--- src/rtl/tsam_pkg.sv ---
// ----------------------------------------------------------------------------
// tsam_pkg
// Shared types and codes for the tile scan address map block.
// ----------------------------------------------------------------------------
package tsam_pkg;

  // Shared unit sizing; covers tree-block counts up to 1024 per axis.
  localparam int ALU_OPND_W = 11;
  localparam int ALU_ACC_W  = 24;

  // Input word kinds (tuser)
  localparam logic [1:0] MODE_LOAD_COL = 2'd0;
  localparam logic [1:0] MODE_LOAD_ROW = 2'd1;
  localparam logic [1:0] MODE_MAP      = 2'd2;

  // Coordinate grain
  localparam logic [1:0] GRAIN_CTB    = 2'd0;
  localparam logic [1:0] GRAIN_MIN_CB = 2'd1;
  localparam logic [1:0] GRAIN_MIN_TB = 2'd2;

  // Largest transform ratio honored
  localparam logic [2:0] TB_RATIO_MAX = 3'd4;

  // Register indexes (byte address / 4)
  localparam logic [2:0] REG_WIDTH   = 3'd0;
  localparam logic [2:0] REG_HEIGHT  = 3'd1;
  localparam logic [2:0] REG_COLS    = 3'd2;
  localparam logic [2:0] REG_ROWS    = 3'd3;
  localparam logic [2:0] REG_UNIFORM = 3'd4;
  localparam logic [2:0] REG_LOG2_CB = 3'd5;
  localparam logic [2:0] REG_LOG2_TB = 3'd6;

  typedef struct packed {
    logic [9:0] width_in_ctbs;
    logic [9:0] height_in_ctbs;
    logic [5:0] tile_columns;
    logic [5:0] tile_rows;
    logic       uniform_spacing;
    logic [1:0] log2_ctb_over_min_cb;
    logic [2:0] log2_ctb_over_min_tb;
  } cfg_t;

  // Multiply-accumulate request: y = c +/- a*b
  typedef struct packed {
    logic                  sub;
    logic [ALU_ACC_W-1:0]  c;
    logic [ALU_OPND_W-1:0] a;
    logic [ALU_OPND_W-1:0] b;
  } alu_req_t;

  typedef struct packed {
    logic [ALU_ACC_W-1:0] y;
    logic                 neg;
  } alu_rsp_t;

  typedef enum logic [4:0] {
    ST_IDLE,
    ST_START,
    ST_AXIS_BEGIN,
    ST_U_P,
    ST_U_P2,
    ST_U_SCAN,
    ST_DIV_LO,
    ST_DIV_HI,
    ST_E_RD,
    ST_E_ACC,
    ST_E_CHK,
    ST_AXIS_END,
    ST_TS0,
    ST_TS1,
    ST_TS2,
    ST_TS3,
    ST_RA,
    ST_TN,
    ST_DONE
  } state_t;

endpackage

--- src/rtl/tsam_cfg.sv ---
// ----------------------------------------------------------------------------
// tsam_cfg
// APB register file holding the picture and tile configuration.
// ----------------------------------------------------------------------------
module tsam_cfg
  import tsam_pkg::*;
(
  input  logic        clk,
  input  logic        rst,
  input  logic        psel,
  input  logic        penable,
  input  logic        pwrite,
  input  logic [4:0]  paddr,
  input  logic [31:0] pwdata,
  output logic [31:0] prdata,
  output logic        pready,
  output cfg_t        cfg
);

  logic wr;

  assign pready = 1'b1;
  assign wr     = psel && penable && pwrite;

  always_ff @(posedge clk) begin
    if (rst) begin
      cfg.width_in_ctbs        <= 10'd1;
      cfg.height_in_ctbs       <= 10'd1;
      cfg.tile_columns         <= 6'd1;
      cfg.tile_rows            <= 6'd1;
      cfg.uniform_spacing      <= 1'b1;
      cfg.log2_ctb_over_min_cb <= 2'd0;
      cfg.log2_ctb_over_min_tb <= 3'd0;
    end else if (wr) begin
      unique case (paddr[4:2])
        REG_WIDTH:   cfg.width_in_ctbs        <= pwdata[9:0];
        REG_HEIGHT:  cfg.height_in_ctbs       <= pwdata[9:0];
        REG_COLS:    cfg.tile_columns         <= pwdata[5:0];
        REG_ROWS:    cfg.tile_rows            <= pwdata[5:0];
        REG_UNIFORM: cfg.uniform_spacing      <= pwdata[0];
        REG_LOG2_CB: cfg.log2_ctb_over_min_cb <= pwdata[1:0];
        REG_LOG2_TB: cfg.log2_ctb_over_min_tb <= pwdata[2:0];
        default: ;
      endcase
    end
  end

  always_comb begin
    unique case (paddr[4:2])
      REG_WIDTH:   prdata = 32'(cfg.width_in_ctbs);
      REG_HEIGHT:  prdata = 32'(cfg.height_in_ctbs);
      REG_COLS:    prdata = 32'(cfg.tile_columns);
      REG_ROWS:    prdata = 32'(cfg.tile_rows);
      REG_UNIFORM: prdata = 32'(cfg.uniform_spacing);
      REG_LOG2_CB: prdata = 32'(cfg.log2_ctb_over_min_cb);
      REG_LOG2_TB: prdata = 32'(cfg.log2_ctb_over_min_tb);
      default:     prdata = 32'd0;
    endcase
  end

endmodule

--- src/rtl/tsam_alu.sv ---
// ----------------------------------------------------------------------------
// tsam_alu
// Shared multiply-accumulate unit, y = c + a*b or c - a*b.
// ----------------------------------------------------------------------------
module tsam_alu
  import tsam_pkg::*;
(
  input  alu_req_t req,
  output alu_rsp_t rsp
);

  logic [2*ALU_OPND_W-1:0] prod;
  logic [ALU_ACC_W-1:0]    sum;

  assign prod = req.a * req.b;
  assign sum  = req.sub ? (req.c - ALU_ACC_W'(prod)) : (req.c + ALU_ACC_W'(prod));

  assign rsp.y   = sum;
  assign rsp.neg = sum[ALU_ACC_W-1];

endmodule

--- src/rtl/tsam_tables.sv ---
// ----------------------------------------------------------------------------
// tsam_tables
// Explicit tile column width and row height memories, registered read.
// ----------------------------------------------------------------------------
module tsam_tables #(
  parameter int DEPTH = 32,
  parameter int IW    = 5
) (
  input  logic          clk,
  input  logic          col_we,
  input  logic          row_we,
  input  logic [IW-1:0] wr_addr,
  input  logic [9:0]    wr_data,
  input  logic          rd_axis,
  input  logic [IW-1:0] rd_addr,
  output logic [9:0]    rd_data
);

  logic [9:0] col_mem [DEPTH];
  logic [9:0] row_mem [DEPTH];

  always_ff @(posedge clk) begin
    if (col_we) begin
      col_mem[wr_addr] <= wr_data;
    end
    if (row_we) begin
      row_mem[wr_addr] <= wr_data;
    end
  end

  always_ff @(posedge clk) begin
    if (rd_axis) begin
      rd_data <= row_mem[rd_addr];
    end else begin
      rd_data <= col_mem[rd_addr];
    end
  end

endmodule

--- src/rtl/tile_scan_address_map.sv ---
// ----------------------------------------------------------------------------
// tile_scan_address_map
// Picture block coordinate to raster, tile-scan, tile number and z-scan
// address, with loadable explicit tile widths and heights.
// ----------------------------------------------------------------------------
// Load words (column width, row height) are taken without holding the input
// and give no result; a load index past the table is dropped. A map word is
// processed by one shared multiply-accumulate unit under a small sequencer,
// and s_tready is low until its result has been placed in the output
// register. A map makes one pass per axis (columns, then rows). With uniform
// spacing the tile is located by stepping multiples of the axis size, then
// its two bounds come out of a restoring division, one quotient bit a cycle
// on the shared unit. With explicit spacing a pass adds up table entries in
// turn until the running bound passes the position or the last tile is
// reached, each entry taking an accumulate state and, unless it is the last,
// a check state around the registered table read. A coordinate outside the
// picture skips both passes and returns with out_of_range set and the
// address fields zero. The output register lets the next word be accepted
// while a result waits for m_tready. Explicit table entries have no reset:
// a map in explicit mode must only reach entries that have been loaded.
// ----------------------------------------------------------------------------
module tile_scan_address_map
  import tsam_pkg::*;
#(
  parameter int MAX_TILES_PER_AXIS = 32,
  parameter int MAX_CTBS_PER_AXIS  = 512
) (
  input  logic        clk,
  input  logic        rst,
  // input stream
  input  logic        s_tvalid,
  output logic        s_tready,
  // [4:0] table_index, [14:5] table_value, [16:15] grain,
  // [29:17] block_x, [42:30] block_y, [47:43] zero
  input  logic [47:0] s_tdata,
  // [1:0] mode
  input  logic [1:0]  s_tuser,
  // result stream
  output logic        m_tvalid,
  input  logic        m_tready,
  // [17:0] raster_address, [35:18] tile_scan_address,
  // [45:36] tile_number, [71:46] z_scan_address
  output logic [71:0] m_tdata,
  // [0] out_of_range
  output logic [0:0]  m_tuser,
  // configuration
  input  logic        psel,
  input  logic        penable,
  input  logic        pwrite,
  input  logic [4:0]  paddr,
  input  logic [31:0] pwdata,
  output logic [31:0] prdata,
  output logic        pready
);

  // CW: tree-block count width, NW: tile count width, TIW: tile index width
  localparam int CW  = $clog2(MAX_CTBS_PER_AXIS + 1);
  localparam int NW  = $clog2(MAX_TILES_PER_AXIS + 1);
  localparam int TIW = (MAX_TILES_PER_AXIS > 1) ? $clog2(MAX_TILES_PER_AXIS) : 1;
  localparam int OW  = ALU_OPND_W;
  localparam int AW  = ALU_ACC_W;

  cfg_t     cfg;
  alu_req_t alu_req;
  alu_rsp_t alu_rsp;
  state_t   state, state_next;

  // input word fields
  logic [1:0]  in_mode;
  logic [4:0]  in_tidx;
  logic [9:0]  in_tval;
  logic [1:0]  in_grain;
  logic [12:0] in_bx;
  logic [12:0] in_by;
  logic [6:0]  tidx_ext;
  logic        idx_ok;
  logic        accept;
  logic        map_accept;
  logic        col_we;
  logic        row_we;

  // clamped configuration at map start
  logic [10:0] w_clamp;
  logic [10:0] h_clamp;
  logic [6:0]  nc_clamp;
  logic [6:0]  nr_clamp;
  logic [2:0]  d_sel;

  // per-map registers
  logic [CW-1:0]  w_r;
  logic [CW-1:0]  h_r;
  logic [NW-1:0]  nc_r;
  logic [NW-1:0]  nr_r;
  logic [2:0]     d_r;
  logic [12:0]    tx_r;
  logic [12:0]    ty_r;
  logic [3:0]     bx_lo;
  logic [3:0]     by_lo;
  logic           oor_r;
  logic           oor;
  logic [CW-1:0]  tx_c;
  logic [CW-1:0]  ty_c;

  // axis search registers
  logic           axis;
  logic [TIW-1:0] i;
  logic [CW-1:0]  s;
  logic [AW-1:0]  acc;
  logic [AW-1:0]  p_r;
  logic [AW-1:0]  prev_a;
  logic [AW-1:0]  hi_a;
  logic [CW-1:0]  q;
  logic [CW-1:0]  qmask;
  logic [TIW-1:0] ax_idx;
  logic [CW-1:0]  ax_lo;
  logic [CW-1:0]  ax_hi;
  logic [TIW-1:0] col_idx;
  logic [CW-1:0]  col_lo;
  logic [CW-1:0]  col_hi;
  logic [TIW-1:0] row_idx;
  logic [CW-1:0]  row_lo;
  logic [CW-1:0]  row_hi;
  logic [25:0]    ts_r;
  logic [17:0]    ra_r;

  // axis view
  logic [CW-1:0]  ax_pos;
  logic [NW-1:0]  ax_n;
  logic [CW-1:0]  ax_total;
  logic           last_tile;
  logic           scan_hit;
  logic [CW-1:0]  qstep;
  logic [CW-1:0]  s_sat;
  logic [CW-1:0]  qmask_top;

  // table port
  logic [TIW-1:0] rd_addr;
  logic [9:0]     rd_data;

  // output
  logic           load_out;
  logic [25:0]    z_il;
  logic [25:0]    z_full;

  tsam_cfg u_cfg (
    .clk     (clk),
    .rst     (rst),
    .psel    (psel),
    .penable (penable),
    .pwrite  (pwrite),
    .paddr   (paddr),
    .pwdata  (pwdata),
    .prdata  (prdata),
    .pready  (pready),
    .cfg     (cfg)
  );

  tsam_alu u_alu (
    .req (alu_req),
    .rsp (alu_rsp)
  );

  tsam_tables #(
    .DEPTH (MAX_TILES_PER_AXIS),
    .IW    (TIW)
  ) u_tables (
    .clk     (clk),
    .col_we  (col_we),
    .row_we  (row_we),
    .wr_addr (tidx_ext[TIW-1:0]),
    .wr_data (in_tval),
    .rd_axis (axis),
    .rd_addr (rd_addr),
    .rd_data (rd_data)
  );

  // --------------------------------------------------------------------------
  // Input decode. Loads are written straight into the tables while idle.
  // --------------------------------------------------------------------------
  assign in_mode  = s_tuser;
  assign in_tidx  = s_tdata[4:0];
  assign in_tval  = s_tdata[14:5];
  assign in_grain = s_tdata[16:15];
  assign in_bx    = s_tdata[29:17];
  assign in_by    = s_tdata[42:30];

  assign s_tready   = (state == ST_IDLE);
  assign accept     = s_tvalid && s_tready;
  assign map_accept = accept && (in_mode == MODE_MAP);
  assign tidx_ext   = 7'(in_tidx);
  assign idx_ok     = tidx_ext < 7'(MAX_TILES_PER_AXIS);
  assign col_we     = accept && (in_mode == MODE_LOAD_COL) && idx_ok;
  assign row_we     = accept && (in_mode == MODE_LOAD_ROW) && idx_ok;

  // Zero counts read as one, oversize counts saturate.
  always_comb begin
    if (cfg.width_in_ctbs == 10'd0) begin
      w_clamp = 11'd1;
    end else if (11'(cfg.width_in_ctbs) > 11'(MAX_CTBS_PER_AXIS)) begin
      w_clamp = 11'(MAX_CTBS_PER_AXIS);
    end else begin
      w_clamp = 11'(cfg.width_in_ctbs);
    end
    if (cfg.height_in_ctbs == 10'd0) begin
      h_clamp = 11'd1;
    end else if (11'(cfg.height_in_ctbs) > 11'(MAX_CTBS_PER_AXIS)) begin
      h_clamp = 11'(MAX_CTBS_PER_AXIS);
    end else begin
      h_clamp = 11'(cfg.height_in_ctbs);
    end
    if (cfg.tile_columns == 6'd0) begin
      nc_clamp = 7'd1;
    end else if (7'(cfg.tile_columns) > 7'(MAX_TILES_PER_AXIS)) begin
      nc_clamp = 7'(MAX_TILES_PER_AXIS);
    end else begin
      nc_clamp = 7'(cfg.tile_columns);
    end
    if (cfg.tile_rows == 6'd0) begin
      nr_clamp = 7'd1;
    end else if (7'(cfg.tile_rows) > 7'(MAX_TILES_PER_AXIS)) begin
      nr_clamp = 7'(MAX_TILES_PER_AXIS);
    end else begin
      nr_clamp = 7'(cfg.tile_rows);
    end
  end

  // Grain shift; an undefined grain code acts as tree-block grain.
  always_comb begin
    unique case (in_grain)
      GRAIN_MIN_CB: d_sel = 3'(cfg.log2_ctb_over_min_cb);
      GRAIN_MIN_TB: d_sel = (cfg.log2_ctb_over_min_tb > TB_RATIO_MAX) ?
                            TB_RATIO_MAX : cfg.log2_ctb_over_min_tb;
      default:      d_sel = 3'd0;
    endcase
  end

  // --------------------------------------------------------------------------
  // Axis view: the column pass and the row pass share one search datapath.
  // --------------------------------------------------------------------------
  assign tx_c      = tx_r[CW-1:0];
  assign ty_c      = ty_r[CW-1:0];
  assign oor       = (tx_r >= 13'(w_r)) || (ty_r >= 13'(h_r));
  assign ax_pos    = axis ? ty_c : tx_c;
  assign ax_n      = axis ? nr_r : nc_r;
  assign ax_total  = axis ? h_r : w_r;
  assign last_tile = (NW'(i) == (ax_n - NW'(1)));
  // uniform: pos < floor(k*total/n) exactly when k*total >= (pos+1)*n
  assign scan_hit  = (acc >= p_r) || last_tile;
  assign qstep     = q | (alu_rsp.neg ? '0 : qmask);
  assign qmask_top = CW'(1) << (CW - 1);
  // explicit: running bound saturates at the axis size
  assign s_sat     = (acc > AW'(ax_total)) ? ax_total : acc[CW-1:0];
  assign rd_addr   = (state == ST_E_CHK) ? (i + TIW'(1)) : i;

  // --------------------------------------------------------------------------
  // Shared unit operand selection
  // --------------------------------------------------------------------------
  always_comb begin
    alu_req = '0;
    case (state)
      ST_U_P: begin
        alu_req.a = OW'(ax_pos) + OW'(1);
        alu_req.b = OW'(ax_n);
      end
      ST_U_P2: begin
        alu_req.a = OW'(ax_total);
        alu_req.b = OW'(1);
      end
      ST_U_SCAN: begin
        alu_req.c = acc;
        alu_req.a = OW'(ax_total);
        alu_req.b = OW'(1);
      end
      ST_DIV_LO, ST_DIV_HI: begin
        // trial subtract of n at the current quotient weight
        alu_req.sub = 1'b1;
        alu_req.c   = acc;
        alu_req.a   = OW'(ax_n);
        alu_req.b   = OW'(qmask);
      end
      ST_E_ACC: begin
        alu_req.c = AW'(s);
        alu_req.a = OW'(rd_data);
        alu_req.b = OW'(1);
      end
      // tile scan address:
      //   w*rlo + (rhi-rlo)*clo + (ty-rlo)*(chi-clo) + (tx-clo)
      ST_TS0: begin
        alu_req.a = OW'(w_r);
        alu_req.b = OW'(row_lo);
      end
      ST_TS1: begin
        alu_req.c = acc;
        alu_req.a = OW'(row_hi - row_lo);
        alu_req.b = OW'(col_lo);
      end
      ST_TS2: begin
        alu_req.c = acc;
        alu_req.a = OW'(ty_c - row_lo);
        alu_req.b = OW'(col_hi - col_lo);
      end
      ST_TS3: begin
        alu_req.c = acc;
        alu_req.a = OW'(tx_c - col_lo);
        alu_req.b = OW'(1);
      end
      ST_RA: begin
        alu_req.c = AW'(tx_c);
        alu_req.a = OW'(ty_c);
        alu_req.b = OW'(w_r);
      end
      ST_TN: begin
        alu_req.c = AW'(col_idx);
        alu_req.a = OW'(row_idx);
        alu_req.b = OW'(nc_r);
      end
      default: ;
    endcase
  end

  // --------------------------------------------------------------------------
  // Sequencer
  // --------------------------------------------------------------------------
  always_ff @(posedge clk) begin
    if (rst) begin
      state <= ST_IDLE;
    end else begin
      state <= state_next;
    end
  end

  always_comb begin
    state_next = state;
    load_out   = 1'b0;
    unique case (state)
      ST_IDLE:       if (map_accept) state_next = ST_START;
      ST_START:      state_next = oor ? ST_DONE : ST_AXIS_BEGIN;
      ST_AXIS_BEGIN: state_next = cfg.uniform_spacing ? ST_U_P : ST_E_RD;
      ST_U_P:        state_next = ST_U_P2;
      ST_U_P2:       state_next = ST_U_SCAN;
      ST_U_SCAN:     if (scan_hit) state_next = ST_DIV_LO;
      ST_DIV_LO:     if (qmask[0]) state_next = ST_DIV_HI;
      ST_DIV_HI:     if (qmask[0]) state_next = ST_AXIS_END;
      ST_E_RD:       state_next = ST_E_ACC;
      ST_E_ACC:      state_next = last_tile ? ST_AXIS_END : ST_E_CHK;
      ST_E_CHK:      state_next = (ax_pos < s_sat) ? ST_AXIS_END : ST_E_ACC;
      ST_AXIS_END:   state_next = axis ? ST_TS0 : ST_AXIS_BEGIN;
      ST_TS0:        state_next = ST_TS1;
      ST_TS1:        state_next = ST_TS2;
      ST_TS2:        state_next = ST_TS3;
      ST_TS3:        state_next = ST_RA;
      ST_RA:         state_next = ST_TN;
      ST_TN:         state_next = ST_DONE;
      ST_DONE: begin
        if (!m_tvalid || m_tready) begin
          load_out   = 1'b1;
          state_next = ST_IDLE;
        end
      end
      default:       state_next = ST_IDLE;
    endcase
  end

  // --------------------------------------------------------------------------
  // Datapath registers
  // --------------------------------------------------------------------------
  always_ff @(posedge clk) begin
    if (map_accept) begin
      w_r   <= w_clamp[CW-1:0];
      h_r   <= h_clamp[CW-1:0];
      nc_r  <= nc_clamp[NW-1:0];
      nr_r  <= nr_clamp[NW-1:0];
      d_r   <= d_sel;
      tx_r  <= in_bx >> d_sel;
      ty_r  <= in_by >> d_sel;
      bx_lo <= in_bx[3:0];
      by_lo <= in_by[3:0];
    end
    case (state)
      ST_START: begin
        axis  <= 1'b0;
        oor_r <= oor;
      end
      ST_AXIS_BEGIN: begin
        i <= '0;
        s <= '0;
      end
      ST_U_P: begin
        acc <= alu_rsp.y;
      end
      ST_U_P2: begin
        p_r    <= acc;
        prev_a <= '0;
        acc    <= alu_rsp.y;
      end
      ST_U_SCAN: begin
        if (scan_hit) begin
          hi_a   <= acc;
          acc    <= prev_a;
          ax_idx <= i;
          q      <= '0;
          qmask  <= qmask_top;
        end else begin
          prev_a <= acc;
          acc    <= alu_rsp.y;
          i      <= i + TIW'(1);
        end
      end
      ST_DIV_LO: begin
        q     <= qstep;
        qmask <= qmask >> 1;
        if (!alu_rsp.neg) begin
          acc <= alu_rsp.y;
        end
        if (qmask[0]) begin
          ax_lo <= qstep;
          acc   <= hi_a;
          q     <= '0;
          qmask <= qmask_top;
        end
      end
      ST_DIV_HI: begin
        q     <= qstep;
        qmask <= qmask >> 1;
        if (!alu_rsp.neg) begin
          acc <= alu_rsp.y;
        end
        if (qmask[0]) begin
          ax_hi <= qstep;
        end
      end
      ST_E_ACC: begin
        if (last_tile) begin
          // last tile takes the remainder
          ax_idx <= i;
          ax_lo  <= s;
          ax_hi  <= ax_total;
        end else begin
          acc <= alu_rsp.y;
        end
      end
      ST_E_CHK: begin
        if (ax_pos < s_sat) begin
          ax_idx <= i;
          ax_lo  <= s;
          ax_hi  <= s_sat;
        end else begin
          s <= s_sat;
          i <= i + TIW'(1);
        end
      end
      ST_AXIS_END: begin
        if (axis) begin
          row_idx <= ax_idx;
          row_lo  <= ax_lo;
          row_hi  <= ax_hi;
        end else begin
          col_idx <= ax_idx;
          col_lo  <= ax_lo;
          col_hi  <= ax_hi;
          axis    <= 1'b1;
        end
      end
      ST_TS0, ST_TS1, ST_TS2, ST_TS3: begin
        acc <= alu_rsp.y;
      end
      ST_RA: begin
        ts_r <= 26'(acc);
        acc  <= alu_rsp.y;
      end
      ST_TN: begin
        ra_r <= acc[17:0];
        acc  <= alu_rsp.y;
      end
      default: ;
    endcase
  end

  // --------------------------------------------------------------------------
  // Z-scan: x bit k at weight 4^k, y bit k at 2*4^k, below the shifted
  // tile-scan address.
  // --------------------------------------------------------------------------
  always_comb begin
    z_il = '0;
    for (int k = 0; k < 4; k++) begin
      if (3'(k) < d_r) begin
        z_il[2*k]     = bx_lo[k];
        z_il[2*k + 1] = by_lo[k];
      end
    end
    z_full = (ts_r << {d_r, 1'b0}) | z_il;
  end

  // Output register
  always_ff @(posedge clk) begin
    if (rst) begin
      m_tvalid <= 1'b0;
    end else if (load_out) begin
      m_tvalid <= 1'b1;
    end else if (m_tready) begin
      m_tvalid <= 1'b0;
    end
  end

  always_ff @(posedge clk) begin
    if (load_out) begin
      m_tuser <= oor_r;
      if (oor_r) begin
        m_tdata <= '0;
      end else begin
        m_tdata <= {z_full, acc[9:0], ts_r[17:0], ra_r};
      end
    end
  end

endmodule

--- config.mk ---
export PLATFORM = sky130hd
export DESIGN_NAME = tile_scan_address_map
export DESIGN_NICKNAME = d
export VERILOG_FILES = /design/src/rtl/tsam_pkg.sv /design/src/rtl/tsam_cfg.sv /design/src/rtl/tsam_alu.sv /design/src/rtl/tsam_tables.sv /design/src/rtl/tile_scan_address_map.sv
export SDC_FILE = /design/constraint.sdc
export NUM_CORES = 2
export LEC_CHECK = 0
export BUFFER_PORTS_ARGS = -buffer_cell sky130_fd_sc_hd__buf_2
export CORE_MARGIN = 5
export CORE_UTILIZATION = 40
export CTS_CLUSTER_SIZE = 12
export DETAILED_ROUTE_END_ITERATION = 8
export HOLD_SLACK_MARGIN = 0.02
export MAX_ROUTING_LAYER = met4
export SLEW_MARGIN = 20
export SYNTH_ARGS = -nofsm -noshare
export SYNTH_HDL_FRONTEND = slang
export SYNTH_SLANG_ARGS = --single-unit
--- constraint.sdc ---
create_clock -name clk -period 23.2 [get_ports clk]
set_input_delay 0 -clock clk [delete_from_list [all_inputs] [get_ports clk]]
set_output_delay 0 -clock clk [all_outputs]
set_load 0.05 [all_outputs]
* After elaboration in Yosys (flattened, before gate mapping) *
Memory sizes are Yosys's and may differ from the RTL's.
Index checks and enable logic that the tools add are counted.

word-level totals
  register bits after elaboration = 446
  RAM bits = 640
  word-level logic and storage cells = 245
  memories kept = 2

memory list
  name              words  width  read ports  clocked after memory_dff  write ports  RTL line           text
  u_tables.col_mem  32     10     1           0                         1            tsam_tables.sv:19  logic [9:0] col_mem [DEPTH];
  u_tables.row_mem  32     10     1           0                         1            tsam_tables.sv:20  logic [9:0] row_mem [DEPTH];

cells by class
  add/subtract/negate cells = 9
  multiply operators = 1
  $lt $le $gt $ge = 15
  eq/ne operators = 39
  shifts and indexed selects = 3
  mux-type cells = 71
  bitwise logic cells = 3
  reduce and logical (&&, ||, !) cells = 56

operators with widths
  operator                                              count
  case mux 22 bit (10 select lines)                     1
  2-to-1 mux 10 bit                                     17
  2-to-1 mux 24 bit                                     6
  case mux 10 bit (3 select lines)                      4
  case mux 24 bit (5 select lines)                      1
  case mux 24 bit (4 select lines)                      1
  case mux 5 bit (19 select lines)                      1
  case mux 10 bit (7 select lines)                      1
  2-to-1 mux 5 bit                                      12
  case mux 24 bit (2 select lines)                      1
  subtractor 10 x 10 -> 11 bit                          4
  equality test 5 x 4 -> 1 bit (second input constant)  8
  case mux 5 bit (3 select lines)                       2
  AND reduction 2 bit                                   14
  >= comparator 13 x 10 -> 1 bit                        2
  bitwise OR 26 x 8 -> 26 bit                           1
  << shifter 24 x 4 -> 26 bit                           1
  >> shifter 13 x 3 -> 13 bit                           2
  adder 24 x 22 -> 24 bit                               1
  >= comparator 24 bit                                  1
  > comparator 24 x 10 -> 1 bit                         1
  subtractor 24 x 22 -> 24 bit                          1
  multiplier 11 x 11 -> 22 bit                          1
  equality test 5 x 3 -> 1 bit (second input constant)  4
  48 further kinds                                      109

* Logic depth before layout (Yosys ltp) *
  depth after elaboration = 10
  gate-level depth with buffers = 52
  depth with buffers taken out = 45

* Modules after synthesis *
Synthesis repeated with hierarchy kept, for this count alone.

second synthesis, totals
  cell total of the unflattened synthesis = 3,818
  area, all modules = 53,563.9 µm²

modules (own cells, without submodules)
  module                 times used  cells an instance  area an instance (µm²)
  tsam_tables            1           1,120              24,941.4
  tile_scan_address_map  1           1,790              20,799.9
  tsam_alu               1           699                5,731.7
  tsam_cfg               1           209                2,090.8

* Least setup slack after synthesis *
Ideal clock, no wire load.

  kind = register to register
  start = register state[0]
  end = register acc[3], data pin
  library setup time = 0.275 ns
  data arrival time = 11.116 ns
  setup slack = 11.809 ns
  cell stages (with the launch flop) = 51
  cell sequence = dfxtp_1 > buf_2 > or3b_4 > or2_1 > clkbuf_1 > buf_1 > mux2_2 > ha_1 > nor2b_1 > o21ai_0 > nand2b_1 > a21o_1 > a21o_1 > a21o_1 > a21oi_1 > xnor2_1 > a221oi_1 > clkbuf_1 > [15 not listed] > xnor2_1 > o311ai_1 > nor3_1 > inv_1 > o21ai_0 > xor2_1 > ha_1 > a21o_1 > a21oi_1 > nor2b_1 > a311oi_1 > nand3b_1 > mux2i_1 > nand2_1 > buf_2 > buf_1 > mux2i_1 > o221ai_1

between the ends
  word-level cells in the longest chain between the ends = 9
  elaborated cells between the ends (all ways) = 28

ends and longest elaborated chain
  element                                                                  RTL line                                                    text
  start: declaration                                                       tile_scan_address_map.sv:66                                 state_t state, state_next;
  start signal: assignment                                                 tile_scan_address_map.sv:328                                state <= state_next;
  equality test 5 x 3 -> 1 bit                                             tile_scan_address_map.sv:260, tile_scan_address_map.sv:379
  OR reduction 2 bit (on tied branches)                                    n/a
  case mux 22 bit (10 select lines)                                        tile_scan_address_map.sv:260                                case (state)
  multiplier 11 x 11 -> 22 bit                                             tsam_alu.sv:15                                              assign prod = req.a * req.b;
  adder 24 x 22 -> 24 bit or subtractor 24 x 22 -> 24 bit (tied branches)  tsam_alu.sv:16                                              assign sum = req.sub ? (req.c - ALU_ACC_W'(prod)) : (req.c + ALU_ACC_W'(prod));
  2-to-1 mux 24 bit                                                        tsam_alu.sv:16
  2-to-1 mux 24 bit                                                        tile_scan_address_map.sv:412, tile_scan_address_map.sv:425
  2-to-1 mux 24 bit                                                        tile_scan_address_map.sv:415                                if (qmask[0]) begin
  case mux 24 bit (5 select lines) *                                       tile_scan_address_map.sv:379                                case (state)
  end signal: assignment                                                   tile_scan_address_map.sv:413                                acc <= alu_rsp.y;
  end signal: assignment                                                   tile_scan_address_map.sv:417                                acc <= hi_a;
  end signal: assignment                                                   tile_scan_address_map.sv:426                                acc <= alu_rsp.y;
  end: declaration                                                         tile_scan_address_map.sv:108                                logic [AW-1:0] acc;

Every way passes the cells marked *; elsewhere a longest branch is shown, timed or not. The select of a mux whose other input is x is not followed.
A chain may end at the register's enable or synchronous reset.

* Worst setup path after layout *
  start = register state[3]
  end = register acc[5], data pin

Same word-level chain as after synthesis.

==> impl_metrics.toml <==
[placed_design]
final_wtd_congestion = 0.925
placed_cell_area_sq_um = 56800
number_of_placed_instances_with_taps_included = 5613
detailed_place_hpwl_um = 92200
placement.io_buffers = 149
pre_cts_setup_slack_ps = 9750

[floorplan]
num_rows = 134
die_area_sq_um = 142000
die_height_um = 377
die_w_um = 377
pin_count = 202
fp.coreArea_sq_um = 133000
initial_utilization = 0.403

[drt]
route.detailed.drc = 0
wl_per_cell_um = 23.5
route.detailed.vias_per_inst = 5.54
number_of_antenna_violating_nets_in_the_routed_design = 0
detailedRoute.firstPassIterationCount = 6
num_vias = 32620
drt_wl_total_um = 138000
dr.first_iter.drc_count = 3029

[worst_setup_path]
setup.worst_path.start_class = "register"
cp_slowest_stage_delay_ps = 530
worstPathRequired_ps = 23620
critical-path-slowest-cell = "sky130_fd_sc_hd__or2_1"
critical_path.endpoint_type = "register"
cp.arrival_ps = 13970
criticalPathCategory = "register to register"
cpMostUsedCell = "sky130_fd_sc_hd__fa_1"
crit_path_max_fanout = 34

[timing]
setup-violations-final = 0
final.setup.tns_ps = 0
rsz0062_at_grt = "false"
max_freq_mhz = 73.8
fin_crit_ps = 13550
timing.final.crit_share = 0.584
worst_case_clock_skew_ps = 64.1
finalMaxSlewViolations = 0
final_hold_viol_count = 0
max_slew_margin = 0.195
tightestPinTransition_ps = 1200
post-route-worst-setup-slack_ps = 9650

[clock_tree]
cts-root-buf = "sky130_fd_sc_hd__clkbuf_16"
ctsHtreeMaxLevel = 3
clkSinkCount = 1086
cts_tree = "done"
cts_inserted_buffers = 110
worst_skew_pair.late_latency_ps = 750
cts.repair_timing.setup_buffer_count = 0
cts.path.max_buffers = 3
cts.clk_slew.worst_paths_ps = 60

[synth]
post_synth.cell_area_avg_sq_um = 14.2
ys_dominant_reg_cell = "sky130_fd_sc_hd__edfxtp_1"
syn_inst = 3792
ys_warn_count = 0
count_of_state_elements_after_synthesis = 1086
synth_top_cells_by_area = "sky130_fd_sc_hd__edfxtp_1, sky130_fd_sc_hd__mux4_2, sky130_fd_sc_hd__ha_1, sky130_fd_sc_hd__fa_1, sky130_fd_sc_hd__nor2_1"
fraction_of_post_synthesis_cell_area_in_the_top_cell_type_by_area = 0.577
synth_enable_flop_cells = 1032
synth.yosys.seq_area_share = 0.597
synth_area_sq_um = 53800
synth_top_area_cell = "sky130_fd_sc_hd__edfxtp_1"
async_set_or_reset_flop_fraction_in_the_synthesized_netlist = 0
synth.distinct_cells = 89

[final_layout]
n_fill_cell = 11800
synthToLayoutAreaGrowth_pct = 13.6
regArea_sq_um = 32100
drive_above_1_share = 0.166
final_cells = 5890
nNetsFinal = 4410
multi_input_gate_area_sq_um = 20100
post-route-cell-area_sq_um = 61000

[power]
power.ir.vdd_worst_uv = 83.0
powerDensity_nw_per_um2 = 99.5
power.static_leakage_nw = 21.6
total_power_mw = 6.07

[global_routing]
grt_first_pass_wirelength_um = 209000
global_route_overflow = 0
track_usage = 0.199
antenna_violations_before_repair = 1
vias_in_the_first_global_route = 32471
grt_start_max_net_pins = 161

[outcome]
status = "finished clean"

[worst_hold_path]
hp-class = "primary input to register"

[job]
drv_cap = 0
registers in the layout, summed over array words and instances, names as in the netlist, 13 cells and up:
| name | flops |
|---|---|
| u_tables.row_mem | 320 |
| u_tables.col_mem | 320 |
| ty_r | 13 |
| ra_r | 18 |
| p_r | 24 |
| tx_r | 13 |
| ts_r | 24 |
| m_tdata | 72 |
| u_cfg.cfg | 38 |
| hi_a | 24 |
| prev_a | 24 |
| acc | 24 |
metal layers:
| layer | track usage | up-vias | share of wire |
|---|---|---|---|
| met5 | - | - | 0 |
| met4 | 0.0613 | 0 | 0.032 |
| met3 | 0.0280 | 233 | 0.058 |
| met2 | 0.322 | 1108 | 0.49 |
| met1 | 0.263 | 16473 | 0.42 |
| li1 | - | 14806 | - |
cells by family (layout without fill, tap and decap cells):
family / count (synthesis) / after routing / synth area share
xor+xnor: 93 / 93 / 0.0153
simple gates: 947 / 947 / 0.0855
other cells: 2 / 25 / 0.000140
flops: 1086 / 1086 / 0.597
buf+inv: 437 / 744 / 0.0329
fa+ha+maj: 267 / 267 / 0.0739
compound gates: 570 / 570 / 0.0712
mux: 390 / 390 / 0.124
critical path, delay by kind of cell (launching register included):
family	cells	cell delay (ps)
AND/OR/NAND/NOR	10	2850
XOR/XNOR	3	680
adder cells (fa/ha/maj)	8	3440
multiplexers	3	950
buffers and inverters	7	1340
AO/OA/AOI/OAI	15	3590
flip-flops	1	310
path summary, 6_finish.rpt:
kind         cells after the start  slack, ps      start             to
max                             46       9650   state[3]         acc[5]
min                              4         90  pwdata[7]  u_cfg.cfg[25]
max reg2reg                     46       9650   state[3]         acc[5]
min reg2reg                      0        450   ax_hi[3]      row_hi[3]
report_power, final:
group          total (mW)  internal (mW)  switching, mW
clock network        1.67          0.931          0.737
registers            2.37           2.29         0.0772
logic                2.04          0.783           1.26
total                6.07           4.00           2.07
cells in the mapped netlist, drive strengths merged, types with 9 or more instances:
master,number
mux2,35
a222oi,20
a21oi,153
a2111oi,13
a211o,10
a31oi,18
inv,227
mux4,219
nand3b,9
xnor2,58
edfxtp,1032
mux2i,136
nor3,29
xor2,35
a211oi,25
a221o,14
nor2,372
o21a,17
or2,14
dfxtp,54
buf,70
nor4,15
fa,84
and2,50
or3,20
nor2b,110
a22oi,33
o21ai,121
ha,183
a221oi,20
nand4,21
a21o,38
nand3,23
nand2b,46
clkbuf,138
nand2,183
and3,19
through the flow:
stage / utilization / hold WS (ps)
after floorplan: - / 98.9
after global placement: 0.425 / 198
after detailed placement: 0.425 / 199
after CTS: 0.457 / 33.2
after global routing: 0.457 / 96.1
final: 0.457 / 94.5
final cells by class:
type                            instances  area share
Tap cell                             1768      0.0362
Sequential cell                      1086       0.525
Antenna cell                            2   0.0000820
Multi-Input combinational cell       2290       0.330
Clock buffer                          151      0.0496
Timing Repair Buffer                  332      0.0393
Clock inverter                         32     0.00521
Inverter                              229      0.0141
layout by cell type (no fill, tap or decap), types with 23 or more instances in the layout:
cell and count:
sky130_fd_sc_hd__edfxtp_1 1032, sky130_fd_sc_hd__nor2_1 363, sky130_fd_sc_hd__inv_1 226, sky130_fd_sc_hd__mux4_2 219, sky130_fd_sc_hd__nand2_1 183, sky130_fd_sc_hd__ha_1 183
sky130_fd_sc_hd__a21oi_1 152, sky130_fd_sc_hd__buf_2 146, sky130_fd_sc_hd__mux2i_1 135, sky130_fd_sc_hd__clkbuf_16 114, sky130_fd_sc_hd__nor2b_1 108, sky130_fd_sc_hd__o21ai_0 93
sky130_fd_sc_hd__dlygate4sd3_1 91, sky130_fd_sc_hd__buf_4 91, sky130_fd_sc_hd__fa_1 84, sky130_fd_sc_hd__xnor2_1 56, sky130_fd_sc_hd__dfxtp_1 54, sky130_fd_sc_hd__and2_1 50
sky130_fd_sc_hd__nand2b_1 46, sky130_fd_sc_hd__a21o_1 38, sky130_fd_sc_hd__a22oi_1 33, sky130_fd_sc_hd__xor2_1 33, sky130_fd_sc_hd__clkbuf_1 31, sky130_fd_sc_hd__mux2_2 30
sky130_fd_sc_hd__o21ai_1 28, sky130_fd_sc_hd__a211oi_1 24, sky130_fd_sc_hd__nand3_1 23, sky130_fd_sc_hd__conb_1 23
repair_timing:
action,in CTS,in global routing
hold buffers,88,3
endpoints found under the setup margin,0,0
gates resized for setup,0,0
hold endpoints to repair,526,192
Note: power is estimated with default switching activity, not from simulation.
